--- config.mk ---
export PLATFORM = sky130hd
export DESIGN_NAME = load_cell_sum_tare_hex_frame
export DESIGN_NICKNAME = d
export VERILOG_FILES = /design/src/hw/rtl/lcst_pkg.sv /design/src/hw/rtl/lcst_input.sv /design/src/hw/rtl/lcst_tare.sv /design/src/hw/rtl/lcst_frame.sv /design/src/hw/rtl/load_cell_sum_tare_hex_frame.sv
export SDC_FILE = /design/constraint.sdc
export NUM_CORES = 1
export LEC_CHECK = 0
export ABC_AREA = 1
export BUFFER_PORTS_ARGS = -buffer_cell sky130_fd_sc_hd__buf_2
export CORE_MARGIN = 1
export CORE_UTILIZATION = 39
export CTS_BUF_LIST = sky130_fd_sc_hd__clkbuf_16
export CTS_CLUSTER_DIAMETER = 150
export CTS_CLUSTER_SIZE = 25
export DETAILED_ROUTE_END_ITERATION = 16
export SYNTH_ARGS = -nofsm -noshare
export SYNTH_HDL_FRONTEND = slang
export SYNTH_HIERARCHICAL = 1
export SYNTH_SLANG_ARGS = --single-unit
--- constraint.sdc ---
create_clock -name clk -period 5.45 [get_ports clk]
set_input_delay 1.3625 -clock clk [delete_from_list [all_inputs] [get_ports clk]]
set_output_delay 1.3625 -clock clk [all_outputs]
set_load 0.005 [all_outputs]
--- src/hw/rtl/lcst_pkg.sv ---
// Shared widths, types and helpers for the load-cell tare and hex frame block.
// Used by every module under hw/rtl; depends on nothing.
package lcst_pkg;

	localparam int CODE_W       = 24;  // width of one converter code on the bus
	localparam int SAMPLE_BITS  = 24;  // bits of each code that are used
	localparam int TARE_SAMPLES = 15;  // sums averaged into the tare

	localparam int SUM_W   = SAMPLE_BITS + 2;                  // sum of four codes
	localparam int CNT_W   = $clog2(TARE_SAMPLES + 1);         // tare sample counter
	localparam int TOT_W   = SUM_W + $clog2(TARE_SAMPLES + 1); // tare running total

	// floor(total / TARE_SAMPLES) as (total * DIV_RECIP) >> DIV_SH, exact for any TOT_W total
	localparam int          DIV_SH    = TOT_W + $clog2(TARE_SAMPLES);
	localparam int          RECIP_W   = TOT_W + 1;
	localparam int          PROD_W    = TOT_W + RECIP_W;
	localparam logic [63:0] DIV_RECIP = ((64'd1 << DIV_SH) + 64'(TARE_SAMPLES - 1))
		/ 64'(TARE_SAMPLES);

	localparam int MAG_W     = 32;  // magnitude shown in the frame
	localparam int FRAME_LEN = 13;
	localparam int IDX_W     = $clog2(FRAME_LEN);

	localparam logic [7:0] ASCII_ZERO   = 8'h30;
	localparam logic [7:0] ASCII_ONE    = 8'h31;
	localparam logic [7:0] ASCII_X      = 8'h78;
	localparam logic [7:0] ASCII_HEX_AF = 8'h37;  // 'A' - 10

	typedef struct packed {
		logic             retare;
		logic [SUM_W-1:0] sum;
	} item_t;

	typedef struct packed {
		logic             neg;
		logic [SUM_W-1:0] mag;
	} wgt_t;

	function automatic logic [7:0] hex_char(input logic [3:0] nib);
		logic [7:0] ch;
		if (nib < 4'd10) begin
			ch = ASCII_ZERO + {4'd0, nib};
		end else begin
			ch = ASCII_HEX_AF + {4'd0, nib};
		end
		return ch;
	endfunction

endpackage

--- src/hw/rtl/lcst_input.sv ---
// Input stage: takes a beat, flips the code sign bits and registers the sum.
// Depends on lcst_pkg.
module lcst_input (
	input  logic                         clk,
	input  logic                         arst_n,
	input  logic                         s_tvalid,
	output logic                         s_tready,
	input  logic [4*lcst_pkg::CODE_W-1:0] s_tdata,   // code_a, code_b, code_c, code_d
	input  logic                         s_tuser,   // retare
	input  logic                         take,
	output logic                         valid,
	output lcst_pkg::item_t              item
);
	import lcst_pkg::*;

	logic             valid_s1;
	item_t            item_s1;
	logic [SUM_W-1:0] off [4];
	logic [SUM_W-1:0] sum;

	always_comb begin
		for (int i = 0; i < 4; i++) begin
			// two's complement to offset binary
			off[i] = SUM_W'({~s_tdata[i*CODE_W + SAMPLE_BITS - 1],
				s_tdata[i*CODE_W +: SAMPLE_BITS-1]});
		end
		sum = (off[0] + off[1]) + (off[2] + off[3]);
	end

	assign s_tready = !valid_s1 || take;
	assign valid    = valid_s1;
	assign item     = item_s1;

	always_ff @(posedge clk or negedge arst_n) begin
		if (!arst_n) begin
			valid_s1 <= 1'b0;
		end else if (s_tready) begin
			valid_s1 <= s_tvalid;
		end
	end

	always_ff @(posedge clk) begin
		if (s_tready && s_tvalid) begin
			item_s1.retare <= s_tuser;
			item_s1.sum    <= sum;
		end
	end

endmodule

--- src/hw/rtl/lcst_tare.sv ---
// Tare accumulation, reciprocal-multiply divide by the sample count, weight = sum - tare.
// Depends on lcst_pkg.
module lcst_tare (
	input  logic            clk,
	input  logic            arst_n,
	input  logic            valid,
	input  lcst_pkg::item_t item,
	input  logic            frame_free,
	output logic            take,
	output logic            wgt_load,
	output lcst_pkg::wgt_t  wgt
);
	import lcst_pkg::*;

	logic [CNT_W-1:0]   tare_count_q;
	logic [TOT_W-1:0]   tare_total_q;
	logic [SUM_W-1:0]   tare_value_q;

	logic               div_busy_q;

	logic [CNT_W-1:0]   eff_count;
	logic [CNT_W-1:0]   count_next;
	logic [TOT_W-1:0]   eff_total;
	logic [TOT_W-1:0]   total_next;
	logic               tare_phase;

	logic [PROD_W-1:0]  quot_prod;

	always_comb begin
		eff_count  = item.retare ? '0 : tare_count_q;
		eff_total  = item.retare ? '0 : tare_total_q;
		tare_phase = eff_count < CNT_W'(TARE_SAMPLES);
		count_next = eff_count + 1'b1;
		total_next = eff_total + TOT_W'(item.sum);

		take     = valid && !div_busy_q && (tare_phase || frame_free);
		wgt_load = take && !tare_phase;

		wgt.neg = item.sum < tare_value_q;
		wgt.mag = wgt.neg ? (tare_value_q - item.sum) : (item.sum - tare_value_q);

		// quotient taken from the registered total, in the cycle after the last tare beat
		quot_prod = PROD_W'(tare_total_q) * PROD_W'(DIV_RECIP);
	end

	always_ff @(posedge clk or negedge arst_n) begin
		if (!arst_n) begin
			tare_count_q <= '0;
			tare_total_q <= '0;
			tare_value_q <= '0;
			div_busy_q   <= 1'b0;
		end else if (div_busy_q) begin
			div_busy_q   <= 1'b0;
			tare_value_q <= quot_prod[DIV_SH +: SUM_W];
		end else if (take && tare_phase) begin
			tare_count_q <= count_next;
			tare_total_q <= total_next;
			if (count_next == CNT_W'(TARE_SAMPLES)) begin
				div_busy_q <= 1'b1;
			end
		end
	end

endmodule

--- src/hw/rtl/lcst_frame.sv ---
// Frame register and character serializer: one ASCII character per beat.
// Depends on lcst_pkg.
module lcst_frame (
	input  logic           clk,
	input  logic           arst_n,
	input  logic           wgt_load,
	input  lcst_pkg::wgt_t wgt,
	output logic           frame_free,
	output logic           m_tvalid,
	input  logic           m_tready,
	output logic [7:0]     m_tdata,   // out_char
	output logic           m_tlast    // frame_last
);
	import lcst_pkg::*;

	localparam logic [IDX_W-1:0] CH_SIGN   = IDX_W'(0);
	localparam logic [IDX_W-1:0] CH_ZERO   = IDX_W'(1);
	localparam logic [IDX_W-1:0] CH_X      = IDX_W'(2);
	localparam logic [IDX_W-1:0] CH_DIG_LO = IDX_W'(10);  // least significant digit
	localparam logic [IDX_W-1:0] CH_CHK_HI = IDX_W'(11);
	localparam logic [IDX_W-1:0] CH_CHK_LO = IDX_W'(12);

	logic             frame_valid_q;
	logic [IDX_W-1:0] char_index_q;
	logic             neg_q;
	logic [MAG_W-1:0] mag_q;
	logic [7:0]       chk_q;

	logic             last_beat;
	logic [IDX_W-1:0] dig_pos;
	logic [3:0]       nib;
	logic [MAG_W-1:0] mag_ext;

	assign mag_ext    = MAG_W'(wgt.mag);
	assign last_beat  = char_index_q == CH_CHK_LO;
	assign frame_free = !frame_valid_q || (m_tready && last_beat);
	assign m_tvalid   = frame_valid_q;
	assign m_tlast    = last_beat;

	always_comb begin
		dig_pos = CH_DIG_LO - char_index_q;
		nib     = mag_q[{dig_pos[2:0], 2'b00} +: 4];
		unique case (char_index_q)
			CH_SIGN:   m_tdata = neg_q ? ASCII_ONE : ASCII_ZERO;
			CH_ZERO:   m_tdata = ASCII_ZERO;
			CH_X:      m_tdata = ASCII_X;
			CH_CHK_HI: m_tdata = hex_char(chk_q[7:4]);
			CH_CHK_LO: m_tdata = hex_char(chk_q[3:0]);
			default:   m_tdata = hex_char(nib);
		endcase
	end

	always_ff @(posedge clk or negedge arst_n) begin
		if (!arst_n) begin
			frame_valid_q <= 1'b0;
			char_index_q  <= '0;
		end else if (wgt_load) begin
			frame_valid_q <= 1'b1;
			char_index_q  <= CH_SIGN;
		end else if (frame_valid_q && m_tready) begin
			if (last_beat) begin
				frame_valid_q <= 1'b0;
				char_index_q  <= CH_SIGN;
			end else begin
				char_index_q <= char_index_q + 1'b1;
			end
		end
	end

	always_ff @(posedge clk) begin
		if (wgt_load) begin
			neg_q <= wgt.neg;
			mag_q <= mag_ext;
			chk_q <= mag_ext[7:0] ^ mag_ext[15:8] ^ mag_ext[23:16] ^ mag_ext[31:24];
		end
	end

endmodule

--- src/hw/rtl/load_cell_sum_tare_hex_frame.sv ---
// Load-cell summer with tare: each input beat carries four 24-bit two's-complement
// converter codes; their offset-binary sum is averaged into a tare over the first 15
// beats after reset or from a beat with retare set on, and every later beat sends a
// 13-character ASCII frame (sign, "0x", 8 hex digits of |sum - tare|, 2 hex digits of
// the byte-XOR check), last character flagged by m_tlast. Rate: a tare beat is
// taken without waiting on the output; a weight beat occupies the output for 13
// beats, one character per cycle while m_tready is high, and the next beat is
// accepted and held meanwhile. When the 15th tare beat lands, the tare is formed
// by a reciprocal multiply in the next cycle, and the held beat waits until it is formed.
// Depends on lcst_pkg, lcst_input, lcst_tare and lcst_frame.
module load_cell_sum_tare_hex_frame (
	input  logic                          clk,
	input  logic                          arst_n,
	input  logic                          s_tvalid,
	output logic                          s_tready,
	input  logic [4*lcst_pkg::CODE_W-1:0] s_tdata,   // code_a, code_b, code_c, code_d
	input  logic                          s_tuser,   // retare
	output logic                          m_tvalid,
	input  logic                          m_tready,
	output logic [7:0]                    m_tdata,   // out_char
	output logic                          m_tlast    // frame_last
);
	import lcst_pkg::*;

	logic  valid_s1;
	item_t item_s1;
	logic  take;
	logic  frame_free;
	logic  wgt_load;
	wgt_t  wgt;

	lcst_input u_input (
		.clk      (clk),
		.arst_n   (arst_n),
		.s_tvalid (s_tvalid),
		.s_tready (s_tready),
		.s_tdata  (s_tdata),
		.s_tuser  (s_tuser),
		.take     (take),
		.valid    (valid_s1),
		.item     (item_s1)
	);

	lcst_tare u_tare (
		.clk        (clk),
		.arst_n     (arst_n),
		.valid      (valid_s1),
		.item       (item_s1),
		.frame_free (frame_free),
		.take       (take),
		.wgt_load   (wgt_load),
		.wgt        (wgt)
	);

	lcst_frame u_frame (
		.clk        (clk),
		.arst_n     (arst_n),
		.wgt_load   (wgt_load),
		.wgt        (wgt),
		.frame_free (frame_free),
		.m_tvalid   (m_tvalid),
		.m_tready   (m_tready),
		.m_tdata    (m_tdata),
		.m_tlast    (m_tlast)
	);

endmodule

==> impl_metrics.tcl <==
set metrics [dict create \
    yosys.area_share.simple 0.274 \
    synth_adder_area_share 0.337 \
    muxShareOfSynthArea 0 \
    worst-path-max-fanout 5 \
    synthTopCellsByCount "nand2_1, inv_1, ha_1" \
    hold_path.class "reg2reg" \
    rsz0062_at_grt "yes" \
    synth_area_leaders "ha_1, nand2_1, fa_1, inv_1, edfxtp_1" \
    start_util 0.396 \
    min_to "u_tare/tare_count_q[1]" \
    drt_iter0_drc 1427 \
    fin_area_um2 27300 \
    ys_ff_latch 129 \
    synth_compound_area_frac 0.0678 \
    r2r_cells 21 \
    crit_path_end_kind "flip-flop" \
    drt_first_pass_iters 6 \
    skew_ns 0.0106 \
    insertedDiodeCount 0 \
    grt_antenna_before_repair 0 \
    drc 0 \
    synth_top_family_by_area "adder cells" \
    syn_to_final_growth_pct 11.3 \
    grt_pass1_wl_um 115000 \
    critPathLaunchType "flip-flop" \
    post-dp-hpwl_um 64100 \
    worst_slew_pin_slew_ns 1.05 \
    slew_violations 0 \
    fin_nets 4446 \
    required_ns 5.80 \
    clockBufferDepth 2 \
    yosys.area.top_type_share 0.195 \
    postLayoutCoreUtil 0.441 \
    die-area_um2 63900 \
    layout-drive-gt1-share 0.0957 \
    grtUsageTotal 0.233 \
    routed_wl_um 73000 \
    cap_violations 0 \
    rows 91 \
    synth.most_common_cell "nand2_1" \
    grt-ovfl-total 0 \
    insertion_delay_ns 0.45 \
    status "finished clean" \
    cts_tree "yes" \
    hp-start "u_tare/tare_count_q[1]" \
    dpl-instance-area_um2 26300 \
    core-area_um2 61900 \
    place_congestion 0.994 \
    synth-seq-area-share 0.144 \
    setup-violations-final 0 \
    synth_cell_types 50 \
    crit_arrival_ns 5.67 \
    fmax_mhz 188 \
    hold_depth 2 \
    seq_area_um2 3540 \
    cts_hold_buf 0 \
    ys.warnings.count 6 \
    r2r-end "u_tare/tare_value_q[21]" \
    r2r_start "u_tare/tare_total_q[29]" \
    final.period_utilization 0.977 \
    cts_buffers 17 \
    synth_top_area_cell "ha_1" \
    crit_type "reg2reg" \
    multi_input_area_um2 17800 \
    synth_area_per_cell_um2 6.73 \
    cts_sinks 129 \
    timing.reg2reg.setup_slack_ns 0.12 \
    grt_pass1_vias 21200 \
    die_h_um 253 \
    htreeDepth 4 \
    wire_per_inst_um 15.7 \
    relSlewSlack 0.298 \
    synth_nets 4302 \
    period_needed_ns 5.33 \
    viasPerCell 4.78 \
    vias 22200 \
    synth_edf_count 62 \
    grt_max_degree 43 \
    synthFlopType "dfrtp_1" \
    die_w_um 253 \
    stdcell_count 4639 \
    detail-route-antenna-nets 0 \
    io_pins 112 \
    netlist_instances 3645 \
    clk_pin_slew_ns 0.07 \
    yosys.area_share.xor_xnor 0.0289 \
    async_reset_ff_frac 0.519 \
    hold_viol_final 0 \
    syn-cell-area_um2 24500 \
    placedCellCount 4603 \
    nFillCells 6612 \
    port_buffers 110 \
    clockRootBuffer "clkbuf_16" \
]
worst max-delay path, cell delays in order, from the launching register on:
cell and delay, ns:
dfrtp_1 0.41, ha_1 0.22, inv_1 0.08, fa_2 0.47, fa_2 0.56, inv_1 0.07, buf_4 0.14, fa_1 0.50
fa_1 0.54, ha_1 0.33, ha_1 0.30, ha_2 0.39, nand2_1 0.12, nor2_1 0.23, nand2_1 0.19, nor3_2 0.18
and2_1 0.16, nand2_1 0.08, nand2_1 0.09, nand2_1 0.06, nand3_1 0.07, nand2_1 0.05
registers in the layout, indices dropped and copies added, names as in the netlist:
register	cells
u_frame/char_index_q	4
u_frame/mag_q	26
u_tare/tare_total_q	30
u_input/valid	1
u_tare/tare_value_q	26
u_input/item	27
u_tare/tare_count_q	4
u_frame/chk_q	8
u_frame/neg_q	1
u_frame/m_tvalid	1
u_tare/div_busy_q	1
layer usage:
layer,part of all wire,routed length (um),track usage
met5,0,0,0
met4,0.020,1490,0.0532
met3,0.047,3430,0.0288
met2,0.46,33500,0.385
met1,0.47,34500,0.322
metrics by stage:
| step | setup TNS (ns) | setup WS [ns] | hold WS, ns |
|---|---|---|---|
| final | 0 | 0.125 | 0.484 |
| after global routing | -0.286 | -0.0663 | 0.513 |
| after CTS | 0 | 0.00140 | 0.489 |
| after detailed placement | 0 | 0.0224 | 0.474 |
| after global placement | 0 | 0.0490 | 0.470 |
| after floorplan | 0 | 0.285 | 0.449 |
final cells by class:
| type | instances | area share |
|---|---|---|
| Multi-Input combinational cell | 2575 | 0.650 |
| Sequential cell | 129 | 0.130 |
| Inverter | 898 | 0.124 |
| Tap cell | 837 | 0.0384 |
| Timing Repair Buffer | 168 | 0.0362 |
| Clock buffer | 17 | 0.0156 |
| Clock inverter | 15 | 0.00596 |
worst max path at each step:
| stage | start | to | slack [ns] |
|---|---|---|---|
| 2_1_floorplan | u_tare/tare_total_q[25] | u_tare/tare_value_q[22] | 0.29 |
| 3_3_place_gp | u_tare/tare_total_q[26] | u_tare/tare_value_q[18] | 0.05 |
| 3_5_place_dp | u_tare/tare_total_q[26] | u_tare/tare_value_q[18] | 0.02 |
| 4_1_cts | u_tare/tare_total_q[26] | u_tare/tare_value_q[18] | 0.001 |
| 5_1_grt | u_tare/tare_total_q[29] | u_tare/tare_value_q[21] | -0.07 |
| 6_report | u_tare/tare_total_q[29] | u_tare/tare_value_q[21] | 0.12 |
logic make-up (layout without fill, tap and decap cells):
logic type / Yosys count / after routing
and+or+nand+nor: 1628 / 1628
buffers and inverters: 941 / 1098
adders and majority gates: 556 / 556
AOI/OAI and AO/OA: 309 / 309
DFF: 129 / 129
xor gates and xnor gates: 81 / 81
other: 1 / 1
layout by cell type (no fill, tap or decap), types with 18 or more instances in the layout:
master / n
dfrtp_1: 63
edfxtp_1: 62
a21oi_1: 139
nor3_1: 19
nor2_4: 18
ha_1: 369
nand3_1: 164
nand2_1: 1028
xor2_1: 52
nor2_1: 247
nand2_2: 46
buf_2: 109
inv_1: 885
buf_4: 59
fa_1: 168
o21ai_0: 110
nand4_1: 32
xnor2_1: 28
nor2_2: 31
timing repair:
action,CTS,global route
setup buffers,0,4
resized for setup,0,100
setup endpoints to repair,0,26
Power is left out: the tool's default activity adds up to more than one toggle a clock period on the data nets, which glitch-free logic cannot reach.
